===== config.mk =====
export PLATFORM = sky130hd
export DESIGN_NAME = nearest_point_on_polygon_boundary_unit_flat
export DESIGN_NICKNAME = d
export VERILOG_FILES = /design/src/rtl/npb_pkg.sv /design/src/rtl/npb_vertex_if.sv /design/src/rtl/npb_result_if.sv /design/src/rtl/npb_mul.sv /design/src/rtl/npb_div.sv /design/src/rtl/npb_edge.sv /design/src/rtl/nearest_point_on_polygon_boundary_unit.sv /design/src/flat_wrapper.sv
export SDC_FILE = /design/constraint.sdc
export NUM_CORES = 2
export LEC_CHECK = 0
export ABC_CLOCK_PERIOD_IN_PS = 9140
export BUFFER_PORTS_ARGS = -buffer_cell sky130_fd_sc_hd__buf_4
export CAP_MARGIN = 20
export CORE_ASPECT_RATIO = 0.6
export CORE_MARGIN = 4
export CORE_UTILIZATION = 35
export DETAILED_ROUTE_END_ITERATION = 10
export SLEW_MARGIN = 40
export SYNTH_ARGS = -nofsm -noshare
export SYNTH_HDL_FRONTEND = slang
export SYNTH_SLANG_ARGS = --single-unit

===== constraint.sdc =====
create_clock -name clk -period 9.14 [get_ports clk]
set_input_delay 0.914 -clock clk [delete_from_list [all_inputs] [get_ports clk]]
set_output_delay 0.914 -clock clk [all_outputs]
set_load 0.005 [all_outputs]

===== src/rtl/npb_pkg.sv =====
// ----------------------------------------------------------------------------
// npb_pkg: shared types and constants for the nearest boundary point unit
// Widths of the fixed-point datapath, state encodings and the request and
// result records passed between the top level and the edge evaluator.
// ----------------------------------------------------------------------------
package npb_pkg;

    localparam int CW     = 16;          // Q8.8 coordinate width
    localparam int DW     = CW + 1;      // coordinate difference width
    localparam int MW     = 18;          // multiplier operand width
    localparam int PW     = 2 * MW;      // multiplier product width
    localparam int NUMW   = 35;          // signed projection numerator
    localparam int DENW   = 34;          // unsigned squared edge length
    localparam int SPLIT  = 17;          // numerator split for partial products
    localparam int ACCW   = 49;          // |d| * num, dividend of the divider
    localparam int QW     = 16;          // quotient width
    localparam int QCW    = $clog2(QW);  // divider step counter
    localparam int DISTW  = 33;          // squared distance of a candidate
    localparam int BESTW  = 34;          // held best squared distance

    localparam logic [BESTW-1:0] BEST_INIT = {BESTW{1'b1}};

    typedef logic signed [CW-1:0] coord_t;

    typedef struct packed {
        coord_t ax;
        coord_t ay;
        coord_t bx;
        coord_t by;
        coord_t px;
        coord_t py;
    } edge_req_t;

    typedef struct packed {
        coord_t             nx;
        coord_t             ny;
        logic [DISTW-1:0]   sq_dist;
    } edge_res_t;

    typedef enum logic [2:0] {
        TS_IDLE,
        TS_EDGE1,
        TS_START2,
        TS_EDGE2,
        TS_EMIT
    } top_state_t;

    typedef enum logic [3:0] {
        ES_IDLE,
        ES_WXDX,
        ES_WYDY,
        ES_DXDX,
        ES_DYDY,
        ES_SUMDEN,
        ES_DECIDE,
        ES_PLO,
        ES_PHI,
        ES_PSUM,
        ES_DIVGO,
        ES_DIVWAIT,
        ES_DIST1,
        ES_DIST2,
        ES_DIST3,
        ES_DONE
    } edge_state_t;

endpackage


===== src/rtl/npb_vertex_if.sv =====
// ----------------------------------------------------------------------------
// npb_vertex_if: vertex input channel
// Valid/ready channel carrying one polygon vertex, the query point and the
// last-vertex mark per item.
// ----------------------------------------------------------------------------
interface npb_vertex_if;
    import npb_pkg::*;

    logic   valid;
    logic   ready;
    coord_t vertex_x;
    coord_t vertex_y;
    coord_t query_x;
    coord_t query_y;
    logic   last_vertex;

    modport source (
        output valid, vertex_x, vertex_y, query_x, query_y, last_vertex,
        input  ready
    );

    modport sink (
        input  valid, vertex_x, vertex_y, query_x, query_y, last_vertex,
        output ready
    );

endinterface


===== src/rtl/npb_result_if.sv =====
// ----------------------------------------------------------------------------
// npb_result_if: result output channel
// Valid/ready channel carrying the nearest boundary point and its squared
// distance, one item per polygon.
// ----------------------------------------------------------------------------
interface npb_result_if;
    import npb_pkg::*;

    logic             valid;
    logic             ready;
    coord_t           nearest_x;
    coord_t           nearest_y;
    logic [DISTW-1:0] distance_sq;

    modport source (
        output valid, nearest_x, nearest_y, distance_sq,
        input  ready
    );

    modport sink (
        input  valid, nearest_x, nearest_y, distance_sq,
        output ready
    );

endinterface


===== src/rtl/npb_mul.sv =====
// ----------------------------------------------------------------------------
// npb_mul: shared signed multiplier
// One 18 x 18 signed multiplier with a registered product, time-shared by
// every product the edge evaluator needs.
// ----------------------------------------------------------------------------
module npb_mul (
    input  logic                           clk,
    input  logic signed [npb_pkg::MW-1:0]  a,
    input  logic signed [npb_pkg::MW-1:0]  b,
    output logic signed [npb_pkg::PW-1:0]  prod
);
    import npb_pkg::*;

    logic signed [PW-1:0] prod_reg;

    always_ff @(posedge clk)
    begin
        prod_reg <= a * b;
    end

    assign prod = prod_reg;

endmodule


===== src/rtl/npb_div.sv =====
// ----------------------------------------------------------------------------
// npb_div: serial restoring divider
// Produces one quotient bit per cycle. The caller guarantees that the
// quotient fits QW bits, so the top of the dividend starts as the remainder.
// ----------------------------------------------------------------------------
module npb_div (
    input  logic                        clk,
    input  logic                        rst_n,
    input  logic                        start,
    input  logic [npb_pkg::ACCW-1:0]    dividend,
    input  logic [npb_pkg::DENW-1:0]    divisor,
    output logic                        done,
    output logic [npb_pkg::QW-1:0]      quotient
);
    import npb_pkg::*;

    logic             busy_reg;
    logic             done_reg;
    logic [QCW-1:0]   cnt_reg;
    logic [DENW-1:0]  rem_reg;
    logic [DENW-1:0]  div_reg;
    logic [QW-1:0]    low_reg;
    logic [QW-1:0]    quo_reg;

    logic [DENW:0]    trial;
    logic [DENW+1:0]  diff;
    logic             take;
    logic [DENW-1:0]  rem_next;

    always_comb
    begin
        trial    = {rem_reg, low_reg[QW-1]};
        diff     = {1'b0, trial} - {2'b00, div_reg};
        take     = ~diff[DENW+1];
        rem_next = take ? diff[DENW-1:0] : trial[DENW-1:0];
    end

    always_ff @(posedge clk or negedge rst_n)
    begin
        if (!rst_n)
        begin
            busy_reg <= 1'b0;
            done_reg <= 1'b0;
            cnt_reg  <= '0;
        end
        else
        begin
            done_reg <= 1'b0;
            if (start)
            begin
                busy_reg <= 1'b1;
                cnt_reg  <= QCW'(QW - 1);
            end
            else if (busy_reg)
            begin
                cnt_reg <= cnt_reg - 1'b1;
                if (cnt_reg == '0)
                begin
                    busy_reg <= 1'b0;
                    done_reg <= 1'b1;
                end
            end
        end
    end

    always_ff @(posedge clk)
    begin
        if (start)
        begin
            rem_reg <= {{(DENW - ACCW + QW){1'b0}}, dividend[ACCW-1:QW]};
            low_reg <= dividend[QW-1:0];
            div_reg <= divisor;
        end
        else if (busy_reg)
        begin
            rem_reg <= rem_next;
            low_reg <= {low_reg[QW-2:0], 1'b0};
            quo_reg <= {quo_reg[QW-2:0], take};
        end
    end

    assign done     = done_reg;
    assign quotient = quo_reg;

endmodule


===== src/rtl/npb_edge.sv =====
// ----------------------------------------------------------------------------
// npb_edge: edge evaluator
// Sequencer that projects the query point onto one segment, clamps it to the
// end points and returns the candidate with its squared distance, using the
// shared multiplier and the serial divider.
// ----------------------------------------------------------------------------
module npb_edge (
    input  logic                clk,
    input  logic                rst_n,
    input  logic                start,
    input  npb_pkg::edge_req_t  req,
    output logic                done,
    output npb_pkg::edge_res_t  res
);
    import npb_pkg::*;

    edge_state_t state_reg;
    edge_state_t state_next;

    edge_req_t              req_reg;
    logic signed [DW-1:0]   dx_reg;
    logic signed [DW-1:0]   dy_reg;
    logic signed [DW-1:0]   wx_reg;
    logic signed [DW-1:0]   wy_reg;
    logic signed [NUMW-1:0] num_reg;
    logic [DENW-1:0]        den_reg;
    logic [ACCW-1:0]        acc_reg;
    logic                   axis_reg;
    coord_t                 nx_reg;
    coord_t                 ny_reg;
    logic [DISTW-1:0]       dist_reg;

    logic signed [MW-1:0]   mul_a;
    logic signed [MW-1:0]   mul_b;
    logic signed [PW-1:0]   mul_prod;
    logic                   div_start;
    logic                   div_done;
    logic [QW-1:0]          div_q;

    logic                   num_le0;
    logic                   num_ge_den;
    logic signed [DW-1:0]   dsel;
    logic                   dneg;
    logic [DW-1:0]          dabs_full;
    logic [CW-1:0]          dabs;
    logic signed [DW-1:0]   ex;
    logic signed [DW-1:0]   ey;
    logic [DW-1:0]          step;
    logic [DW-1:0]          interp;

    npb_mul u_mul (
        .clk  (clk),
        .a    (mul_a),
        .b    (mul_b),
        .prod (mul_prod)
    );

    npb_div u_div (
        .clk      (clk),
        .rst_n    (rst_n),
        .start    (div_start),
        .dividend (acc_reg),
        .divisor  (den_reg),
        .done     (div_done),
        .quotient (div_q)
    );

    always_comb
    begin
        // A zero-length edge gives a zero numerator, so it lands on the start.
        num_le0    = num_reg[NUMW-1] | (num_reg == '0);
        num_ge_den = ~num_reg[NUMW-1] & (num_reg[DENW-1:0] >= den_reg);
        dsel       = axis_reg ? dy_reg : dx_reg;
        dneg       = dsel[DW-1];
        dabs_full  = dneg ? DW'(-dsel) : DW'(dsel);
        dabs       = dabs_full[CW-1:0];
        ex         = {req_reg.px[CW-1], req_reg.px} - {nx_reg[CW-1], nx_reg};
        ey         = {req_reg.py[CW-1], req_reg.py} - {ny_reg[CW-1], ny_reg};
        // Quotient is |d| * num / den, so the sign of d restores truncation to zero.
        step       = {1'b0, div_q};
        interp     = (axis_reg ? {req_reg.ay[CW-1], req_reg.ay}
                               : {req_reg.ax[CW-1], req_reg.ax})
                     + (dneg ? DW'(-step) : step);
    end

    always_comb
    begin
        state_next = state_reg;
        case (state_reg)
            ES_IDLE:    if (start) state_next = ES_WXDX;
            ES_WXDX:    state_next = ES_WYDY;
            ES_WYDY:    state_next = ES_DXDX;
            ES_DXDX:    state_next = ES_DYDY;
            ES_DYDY:    state_next = ES_SUMDEN;
            ES_SUMDEN:  state_next = ES_DECIDE;
            ES_DECIDE:  state_next = (num_le0 || num_ge_den) ? ES_DIST1 : ES_PLO;
            ES_PLO:     state_next = ES_PHI;
            ES_PHI:     state_next = ES_PSUM;
            ES_PSUM:    state_next = ES_DIVGO;
            ES_DIVGO:   state_next = ES_DIVWAIT;
            ES_DIVWAIT:
            begin
                if (div_done)
                begin
                    state_next = axis_reg ? ES_DIST1 : ES_PLO;
                end
            end
            ES_DIST1:   state_next = ES_DIST2;
            ES_DIST2:   state_next = ES_DIST3;
            ES_DIST3:   state_next = ES_DONE;
            ES_DONE:    state_next = ES_IDLE;
            default:    state_next = ES_IDLE;
        endcase
    end

    always_comb
    begin
        mul_a     = '0;
        mul_b     = '0;
        div_start = 1'b0;
        done      = 1'b0;
        case (state_reg)
            ES_WXDX:
            begin
                mul_a = {wx_reg[DW-1], wx_reg};
                mul_b = {dx_reg[DW-1], dx_reg};
            end
            ES_WYDY:
            begin
                mul_a = {wy_reg[DW-1], wy_reg};
                mul_b = {dy_reg[DW-1], dy_reg};
            end
            ES_DXDX:
            begin
                mul_a = {dx_reg[DW-1], dx_reg};
                mul_b = {dx_reg[DW-1], dx_reg};
            end
            ES_DYDY:
            begin
                mul_a = {dy_reg[DW-1], dy_reg};
                mul_b = {dy_reg[DW-1], dy_reg};
            end
            ES_PLO:
            begin
                mul_a = {2'b00, dabs};
                mul_b = {1'b0, num_reg[SPLIT-1:0]};
            end
            ES_PHI:
            begin
                mul_a = {2'b00, dabs};
                mul_b = {2'b00, num_reg[SPLIT+CW-1:SPLIT]};
            end
            ES_DIST1:
            begin
                mul_a = {ex[DW-1], ex};
                mul_b = {ex[DW-1], ex};
            end
            ES_DIST2:
            begin
                mul_a = {ey[DW-1], ey};
                mul_b = {ey[DW-1], ey};
            end
            ES_DIVGO:   div_start = 1'b1;
            ES_DONE:    done = 1'b1;
            default:
            begin
                mul_a = '0;
                mul_b = '0;
            end
        endcase
    end

    always_ff @(posedge clk or negedge rst_n)
    begin
        if (!rst_n)
        begin
            state_reg <= ES_IDLE;
        end
        else
        begin
            state_reg <= state_next;
        end
    end

    // Each product is taken up in the state after the one that presented its operands.
    always_ff @(posedge clk)
    begin
        case (state_reg)
            ES_IDLE:
            begin
                if (start)
                begin
                    req_reg <= req;
                    dx_reg  <= {req.bx[CW-1], req.bx} - {req.ax[CW-1], req.ax};
                    dy_reg  <= {req.by[CW-1], req.by} - {req.ay[CW-1], req.ay};
                    wx_reg  <= {req.px[CW-1], req.px} - {req.ax[CW-1], req.ax};
                    wy_reg  <= {req.py[CW-1], req.py} - {req.ay[CW-1], req.ay};
                end
            end
            ES_WYDY:    num_reg <= mul_prod[NUMW-1:0];
            ES_DXDX:    num_reg <= num_reg + mul_prod[NUMW-1:0];
            ES_DYDY:    den_reg <= mul_prod[DENW-1:0];
            ES_SUMDEN:  den_reg <= den_reg + mul_prod[DENW-1:0];
            ES_DECIDE:
            begin
                axis_reg <= 1'b0;
                if (num_le0)
                begin
                    nx_reg <= req_reg.ax;
                    ny_reg <= req_reg.ay;
                end
                else if (num_ge_den)
                begin
                    nx_reg <= req_reg.bx;
                    ny_reg <= req_reg.by;
                end
            end
            ES_PHI:     acc_reg <= {{(ACCW - SPLIT - CW){1'b0}}, mul_prod[SPLIT+CW-1:0]};
            ES_PSUM:    acc_reg <= acc_reg + {mul_prod[ACCW-SPLIT-1:0], {SPLIT{1'b0}}};
            ES_DIVWAIT:
            begin
                if (div_done)
                begin
                    if (axis_reg)
                    begin
                        ny_reg <= interp[CW-1:0];
                    end
                    else
                    begin
                        nx_reg   <= interp[CW-1:0];
                        axis_reg <= 1'b1;
                    end
                end
            end
            ES_DIST2:   dist_reg <= mul_prod[DISTW-1:0];
            ES_DIST3:   dist_reg <= dist_reg + mul_prod[DISTW-1:0];
            default:    dist_reg <= dist_reg;
        endcase
    end

    assign res.nx      = nx_reg;
    assign res.ny      = ny_reg;
    assign res.sq_dist = dist_reg;

endmodule


===== src/rtl/nearest_point_on_polygon_boundary_unit.sv =====
// ----------------------------------------------------------------------------
// nearest_point_on_polygon_boundary_unit: nearest point on a polygon boundary
// Streams polygon vertices and reports the boundary point nearest the query.
// ----------------------------------------------------------------------------
// Vertices arrive one item at a time on the vertex channel, each with the
// query point and a last-vertex mark. Every vertex after the first closes an
// edge with the previous one; the last vertex also evaluates the closing edge
// back to the first. One result item per polygon leaves on the result channel.
// The edge evaluator is slower for an interpolated projection than for one
// clamped to an end point: every product goes through one shared
// multiplier, and each interpolated coordinate waits on the 16-step serial
// divider. A first vertex is taken without an edge, and a middle vertex
// holds ready low while its edge is evaluated. A later last vertex holds it
// low through its own edge and the closing edge, and its result item appears
// as ready returns; a one-vertex polygon evaluates only the closing edge.
// The result sits in an output register, so a stalled receiver only holds
// the block once the next polygon is complete. Ready is low while an edge is
// being evaluated. Reset clears the sequencers and awaits a first vertex.
// ----------------------------------------------------------------------------
module nearest_point_on_polygon_boundary_unit (
    input  logic        clk,
    input  logic        rst_n,
    npb_vertex_if.sink  vertex,
    npb_result_if.source result
);
    import npb_pkg::*;

    top_state_t state_reg;
    top_state_t state_next;

    logic             mid_reg;
    coord_t           first_x_reg;
    coord_t           first_y_reg;
    coord_t           prev_x_reg;
    coord_t           prev_y_reg;
    coord_t           vtx_x_reg;
    coord_t           vtx_y_reg;
    coord_t           qx_reg;
    coord_t           qy_reg;
    logic             last_reg;
    coord_t           best_x_reg;
    coord_t           best_y_reg;
    logic [BESTW-1:0] best_dist_reg;
    logic             out_valid_reg;
    coord_t           out_x_reg;
    coord_t           out_y_reg;
    logic [DISTW-1:0] out_dist_reg;

    logic      in_ready;
    logic      accept;
    logic      edge_start;
    logic      edge_done;
    logic      emit;
    logic      better;
    edge_req_t edge_req;
    edge_res_t edge_res;

    npb_edge u_edge (
        .clk   (clk),
        .rst_n (rst_n),
        .start (edge_start),
        .req   (edge_req),
        .done  (edge_done),
        .res   (edge_res)
    );

    always_comb
    begin
        in_ready   = (state_reg == TS_IDLE);
        accept     = vertex.valid & in_ready;
        edge_start = (accept & mid_reg) | (state_reg == TS_START2);
        emit       = (state_reg == TS_EMIT) & (~out_valid_reg | result.ready);
        // Only a strictly smaller distance replaces the held candidate.
        better     = ({1'b0, edge_res.sq_dist} < best_dist_reg);
        if (state_reg == TS_IDLE)
        begin
            edge_req.ax = prev_x_reg;
            edge_req.ay = prev_y_reg;
            edge_req.bx = vertex.vertex_x;
            edge_req.by = vertex.vertex_y;
            edge_req.px = vertex.query_x;
            edge_req.py = vertex.query_y;
        end
        else
        begin
            edge_req.ax = vtx_x_reg;
            edge_req.ay = vtx_y_reg;
            edge_req.bx = first_x_reg;
            edge_req.by = first_y_reg;
            edge_req.px = qx_reg;
            edge_req.py = qy_reg;
        end
    end

    always_comb
    begin
        state_next = state_reg;
        case (state_reg)
            TS_IDLE:
            begin
                if (accept)
                begin
                    if (mid_reg)
                    begin
                        state_next = TS_EDGE1;
                    end
                    else if (vertex.last_vertex)
                    begin
                        state_next = TS_START2;
                    end
                end
            end
            TS_EDGE1:
            begin
                if (edge_done)
                begin
                    state_next = last_reg ? TS_START2 : TS_IDLE;
                end
            end
            TS_START2:  state_next = TS_EDGE2;
            TS_EDGE2:   if (edge_done) state_next = TS_EMIT;
            TS_EMIT:    if (emit) state_next = TS_IDLE;
            default:    state_next = TS_IDLE;
        endcase
    end

    always_ff @(posedge clk or negedge rst_n)
    begin
        if (!rst_n)
        begin
            state_reg     <= TS_IDLE;
            mid_reg       <= 1'b0;
            out_valid_reg <= 1'b0;
            best_dist_reg <= BEST_INIT;
        end
        else
        begin
            state_reg <= state_next;
            if (accept && !mid_reg)
            begin
                mid_reg       <= 1'b1;
                best_dist_reg <= BEST_INIT;
            end
            else if (edge_done && better)
            begin
                best_dist_reg <= {1'b0, edge_res.sq_dist};
            end
            else if (emit)
            begin
                mid_reg       <= 1'b0;
                best_dist_reg <= BEST_INIT;
            end

            if (emit)
            begin
                out_valid_reg <= 1'b1;
            end
            else if (result.ready)
            begin
                out_valid_reg <= 1'b0;
            end
        end
    end

    always_ff @(posedge clk)
    begin
        if (accept)
        begin
            prev_x_reg <= vertex.vertex_x;
            prev_y_reg <= vertex.vertex_y;
            vtx_x_reg  <= vertex.vertex_x;
            vtx_y_reg  <= vertex.vertex_y;
            qx_reg     <= vertex.query_x;
            qy_reg     <= vertex.query_y;
            last_reg   <= vertex.last_vertex;
            if (!mid_reg)
            begin
                first_x_reg <= vertex.vertex_x;
                first_y_reg <= vertex.vertex_y;
                best_x_reg  <= '0;
                best_y_reg  <= '0;
            end
        end
        else if (edge_done && better)
        begin
            best_x_reg <= edge_res.nx;
            best_y_reg <= edge_res.ny;
        end

        if (emit)
        begin
            out_x_reg    <= best_x_reg;
            out_y_reg    <= best_y_reg;
            out_dist_reg <= best_dist_reg[DISTW-1:0];
        end
    end

    assign vertex.ready       = in_ready;
    assign result.valid       = out_valid_reg;
    assign result.nearest_x   = out_x_reg;
    assign result.nearest_y   = out_y_reg;
    assign result.distance_sq = out_dist_reg;

endmodule


===== src/flat_wrapper.sv =====
// flat-port wrapper written by rule: the top's interface ports become plain ports
module nearest_point_on_polygon_boundary_unit_flat import npb_pkg::*;
  (clk, rst_n, vertex_valid, vertex_vertex_x, vertex_vertex_y, vertex_query_x, vertex_query_y, vertex_last_vertex, vertex_ready, result_valid, result_nearest_x, result_nearest_y, result_distance_sq, result_ready);
  npb_vertex_if vertex_i ();
  npb_result_if result_i ();
  input  logic clk;
  input  logic rst_n;
  input wire logic [$bits(vertex_i.valid)-1:0] vertex_valid;
  input wire logic [$bits(vertex_i.vertex_x)-1:0] vertex_vertex_x;
  input wire logic [$bits(vertex_i.vertex_y)-1:0] vertex_vertex_y;
  input wire logic [$bits(vertex_i.query_x)-1:0] vertex_query_x;
  input wire logic [$bits(vertex_i.query_y)-1:0] vertex_query_y;
  input wire logic [$bits(vertex_i.last_vertex)-1:0] vertex_last_vertex;
  output wire logic [$bits(vertex_i.ready)-1:0] vertex_ready;
  output wire logic [$bits(result_i.valid)-1:0] result_valid;
  output wire logic [$bits(result_i.nearest_x)-1:0] result_nearest_x;
  output wire logic [$bits(result_i.nearest_y)-1:0] result_nearest_y;
  output wire logic [$bits(result_i.distance_sq)-1:0] result_distance_sq;
  input wire logic [$bits(result_i.ready)-1:0] result_ready;
  assign vertex_i.valid = vertex_valid;
  assign vertex_i.vertex_x = vertex_vertex_x;
  assign vertex_i.vertex_y = vertex_vertex_y;
  assign vertex_i.query_x = vertex_query_x;
  assign vertex_i.query_y = vertex_query_y;
  assign vertex_i.last_vertex = vertex_last_vertex;
  assign vertex_ready = vertex_i.ready;
  assign result_valid = result_i.valid;
  assign result_nearest_x = result_i.nearest_x;
  assign result_nearest_y = result_i.nearest_y;
  assign result_distance_sq = result_i.distance_sq;
  assign result_i.ready = result_ready;
  nearest_point_on_polygon_boundary_unit u_core (.clk(clk), .rst_n(rst_n), .vertex(vertex_i), .result(result_i));
endmodule

==> summary.md <==
| Metric | Value |
|---|---|
| RSZ-0062 raised after global routing | `yes` |
| Core area | `151000 sq um` |
| Critical path type | `register to register` |
| Die width | `512 microns` |
| # rows | `110` |
| Sequential share of the synthesized area | `0.397` |
| Antenna violations before repair | `8` |
| Max Cap Viol | `0` |
| Post-synthesis instance total | `5148` |
| Final Hold Viols | `0` |
| Most common cell after layout, fill and taps aside | `edfxtp_1` |
| Finished layout cell area | `61500 sq um` |
| H-Tree Depth | `3` |
| Clock-pin slew on the worst setup and hold paths | `0.06 ns` |
| Max incr delay on CP | `0.58 ns` |
| Distinct cell type count of the synthesized netlist | `82` |
| PortBufs | `135` |
| DRT iter0 DRCs | `4932` |
| Fmax | `112 MHz` |
| Worst r2r path cells | `39` |
| Number of flip-flops under the largest register name | `96` |
| Number of global-route vias before repair | `38700` |
| Total grt overflow | `0` |
| Arrival @ worst endpoint | `9.46 ns` |
| Wirelength per Cell | `21.7 microns` |
| Asr flop ratio synth | `0.0675` |
| Routability congestion estimate from global placement | `0.936` |
| Mapped Nets | `5977` |
| Most frequent cells in the layout | `edfxtp_1 (641), inv_1 (617), nand2_1 (568)` |
| Cts hold-fix bufs | `0` |
| Clk root buf | `clkbuf_16` |
| Initial Utilization | `0.354` |
| Dpl ws | `-0.509 ns` |
| Post-synth top flop | `edfxtp_1` |
| First-pass GRT wire length | `249 mm` |
| Pin count of the biggest net entering global routing | `93` |
| Most used cell, CP | `fa_1` |
| Number of vias per cell | `5.31` |
| Synth warn | `0` |
| CTS tree | `built` |
| Crit. End Element | `register` |
| Final WS setup | `0.224 ns` |
| CP delay by family, top | `adder cells` |
| Netlist Area Pre-Place | `53400 sq um` |
| Worst skew pair latency | `0.69 ns` |
| Post-layout net count | `6302` |
| CP bufs+invs | `9` |
| Slowest stage cell, crit path | `fa_1` |
| Boundary pin count | `136` |
| Worst-Margin Slew | `0.882 ns` |
| Avg Cell Area, Syn | `10.4 sq um` |
| Yosys reg bits | `726` |
| GRT Util Overall | `0.204` |
| Number of synthesized flops with an enable pin | `641` |
| Antenna Nets Post-Route | `0` |
| Router iterations before antenna repair | `6` |
| Status | `complete, no violations` |
| Final Core Density | `0.407` |
| Relative slew slack | `0.405` |
| Count of final max-slew check failures | `0` |
| DP HPWL | `128 mm` |
| Clock net sink count | `726` |
| Die Y | `311 microns` |
| Area grow syn2layout | `15.0%` |
| Critical path peak fanout | `4` |
| Final cell count without fillers | `7554` |
| Remaining DRCs | `0` |
| Period utilisation layout | `0.976` |
| Via Count | `40100` |
| Crit start category | `register` |
| Critical path depth | `39` |
| Layout cells sized above 1 | `0.133` |
| CTS max path bufs | `3` |
| Cells after DPL | `7392` |
| Setup violators final | `0` |
| Placed instance area | `58500 sq um` |
| TritonCTS buffer count | `79` |
| Final Skew | `0.0361 ns` |
| Period minus WS final | `8.92 ns` |
| Critical Path RT | `9.68 ns` |
| Post-Route WL | `164 mm` |
| Worst Hold Class | `input port to asynchronous set/reset pin` |
| Die ar. | `159000 sq um` |
final cells by class:
| cell class | count | area [sq um] |
|---|---|---|
| Fill cell | 14500 | 89400 |
| Multi-Input combinational cell | 3644 | 29700 |
| Sequential cell | 726 | 21200 |
| Timing Repair Buffer | 396 | 3110 |
| Tap cell | 2016 | 2520 |
| Inverter | 626 | 2360 |
| Clock buffer | 96 | 2130 |
| Clock inverter | 49 | 420 |
| Antenna cell | 1 | 2.50 |
logic make-up after synthesis:
family                     Yosys count  synth area share
and+or+nand+nor                   1379             0.118
AOI/OAI and AO/OA                 1061             0.127
DFF                                726             0.397
adders and majority gates          760             0.224
xor gates and xnor gates           271            0.0444
buffers and inverters              778            0.0552
muxes                              173            0.0343
synth_stat cells, drive strengths merged (17+ instances only):
cell type,number,area share
edfxtp,641,0.36
inv,625,0.044
nand2,572,0.040
ha,434,0.10
fa,326,0.12
o21ai,298,0.028
nor2,292,0.021
a21oi,265,0.025
xnor2,177,0.029
clkbuf,145,0.010
a21o,114,0.016
nor2b,103,0.012
xor2,94,0.015
nor3,92,0.0086
mux2i,91,0.017
mux2,82,0.017
and2,70,0.0082
nand3,70,0.0066
o21a,52,0.0073
nand2b,49,0.0057
a31oi,36,0.0042
dfxtp,36,0.013
o21bai,36,0.0051
dfstp,34,0.017
nand4,30,0.0035
a222oi,28,0.0052
a21boi,27,0.0038
and3,26,0.0030
o31ai,24,0.0034
a211oi,21,0.0030
o211ai,19,0.0027
or3,17,0.0020
layer usage:
layer / track usage / vias up / wire length [microns]
met2: 0.270 / 1642 / 62400
met4: 0.0367 / 2 / 2720
li1: - / 18600 / -
met3: 0.0481 / 165 / 16700
met1: 0.331 / 19700 / 81900
met5: 0 / - / 13
metrics by stage:
step,TNS [ns],hold slack [ns]
6_report,0,0.105
5_1_grt,-0.361,0.0798
4_1_cts,0,0.251
3_5_place_dp,-1.65,0.406
3_3_place_gp,-0.798,0.402
2_1_floorplan,0,0.400
final timing paths:
| check | start | endpoint | slack, ns |
|---|---|---|---|
| worst max-delay path | u_core.u_edge.req_reg[0]$_DFFE_PP_ | u_core.u_edge.u_mul.prod[32]$_DFF_P_ | 0.22 |
| worst min-delay path | rst_n | u_core.u_edge.u_div.done$_DFF_PN0_ | 0.11 |
| worst max register to register | u_core.u_edge.req_reg[0]$_DFFE_PP_ | u_core.u_edge.u_mul.prod[32]$_DFF_P_ | 0.22 |
| worst min register to register | u_core.best_x_reg[0]$_SDFFCE_PP0P_ | u_core.result.nearest_x[0]$_DFFE_PP_ | 0.42 |
| max in group asynchronous | rst_n | u_core.best_dist_reg[9]$_DFFE_PN1P_ | 8.44 |
| min in group clk | u_core.best_x_reg[0]$_SDFFCE_PP0P_ | u_core.result.nearest_x[0]$_DFFE_PP_ | 0.42 |
worst register-to-register path, delay by kind of cell, from the launching register on:
kind	cells	cell delay, ns
and+or+nand+nor	4	0.71
DFF	1	0.36
buffers and inverters	9	0.75
adders and majority gates	9	3.84
xor gates and xnor gates	1	0.20
AOI/OAI and AO/OA	16	2.95
what timing repair did:
item / 4_1_cts / 5_1_grt
cloned: 0 / 0
gates resized for setup: 17 / 49
buffers inserted: 7 / 6
pin swaps: 7 / 45
setup endpoints to repair: 7 / 10
Power is not shown: default switching activity piles up to over one toggle a cycle in this logic, so the estimate is an artifact.
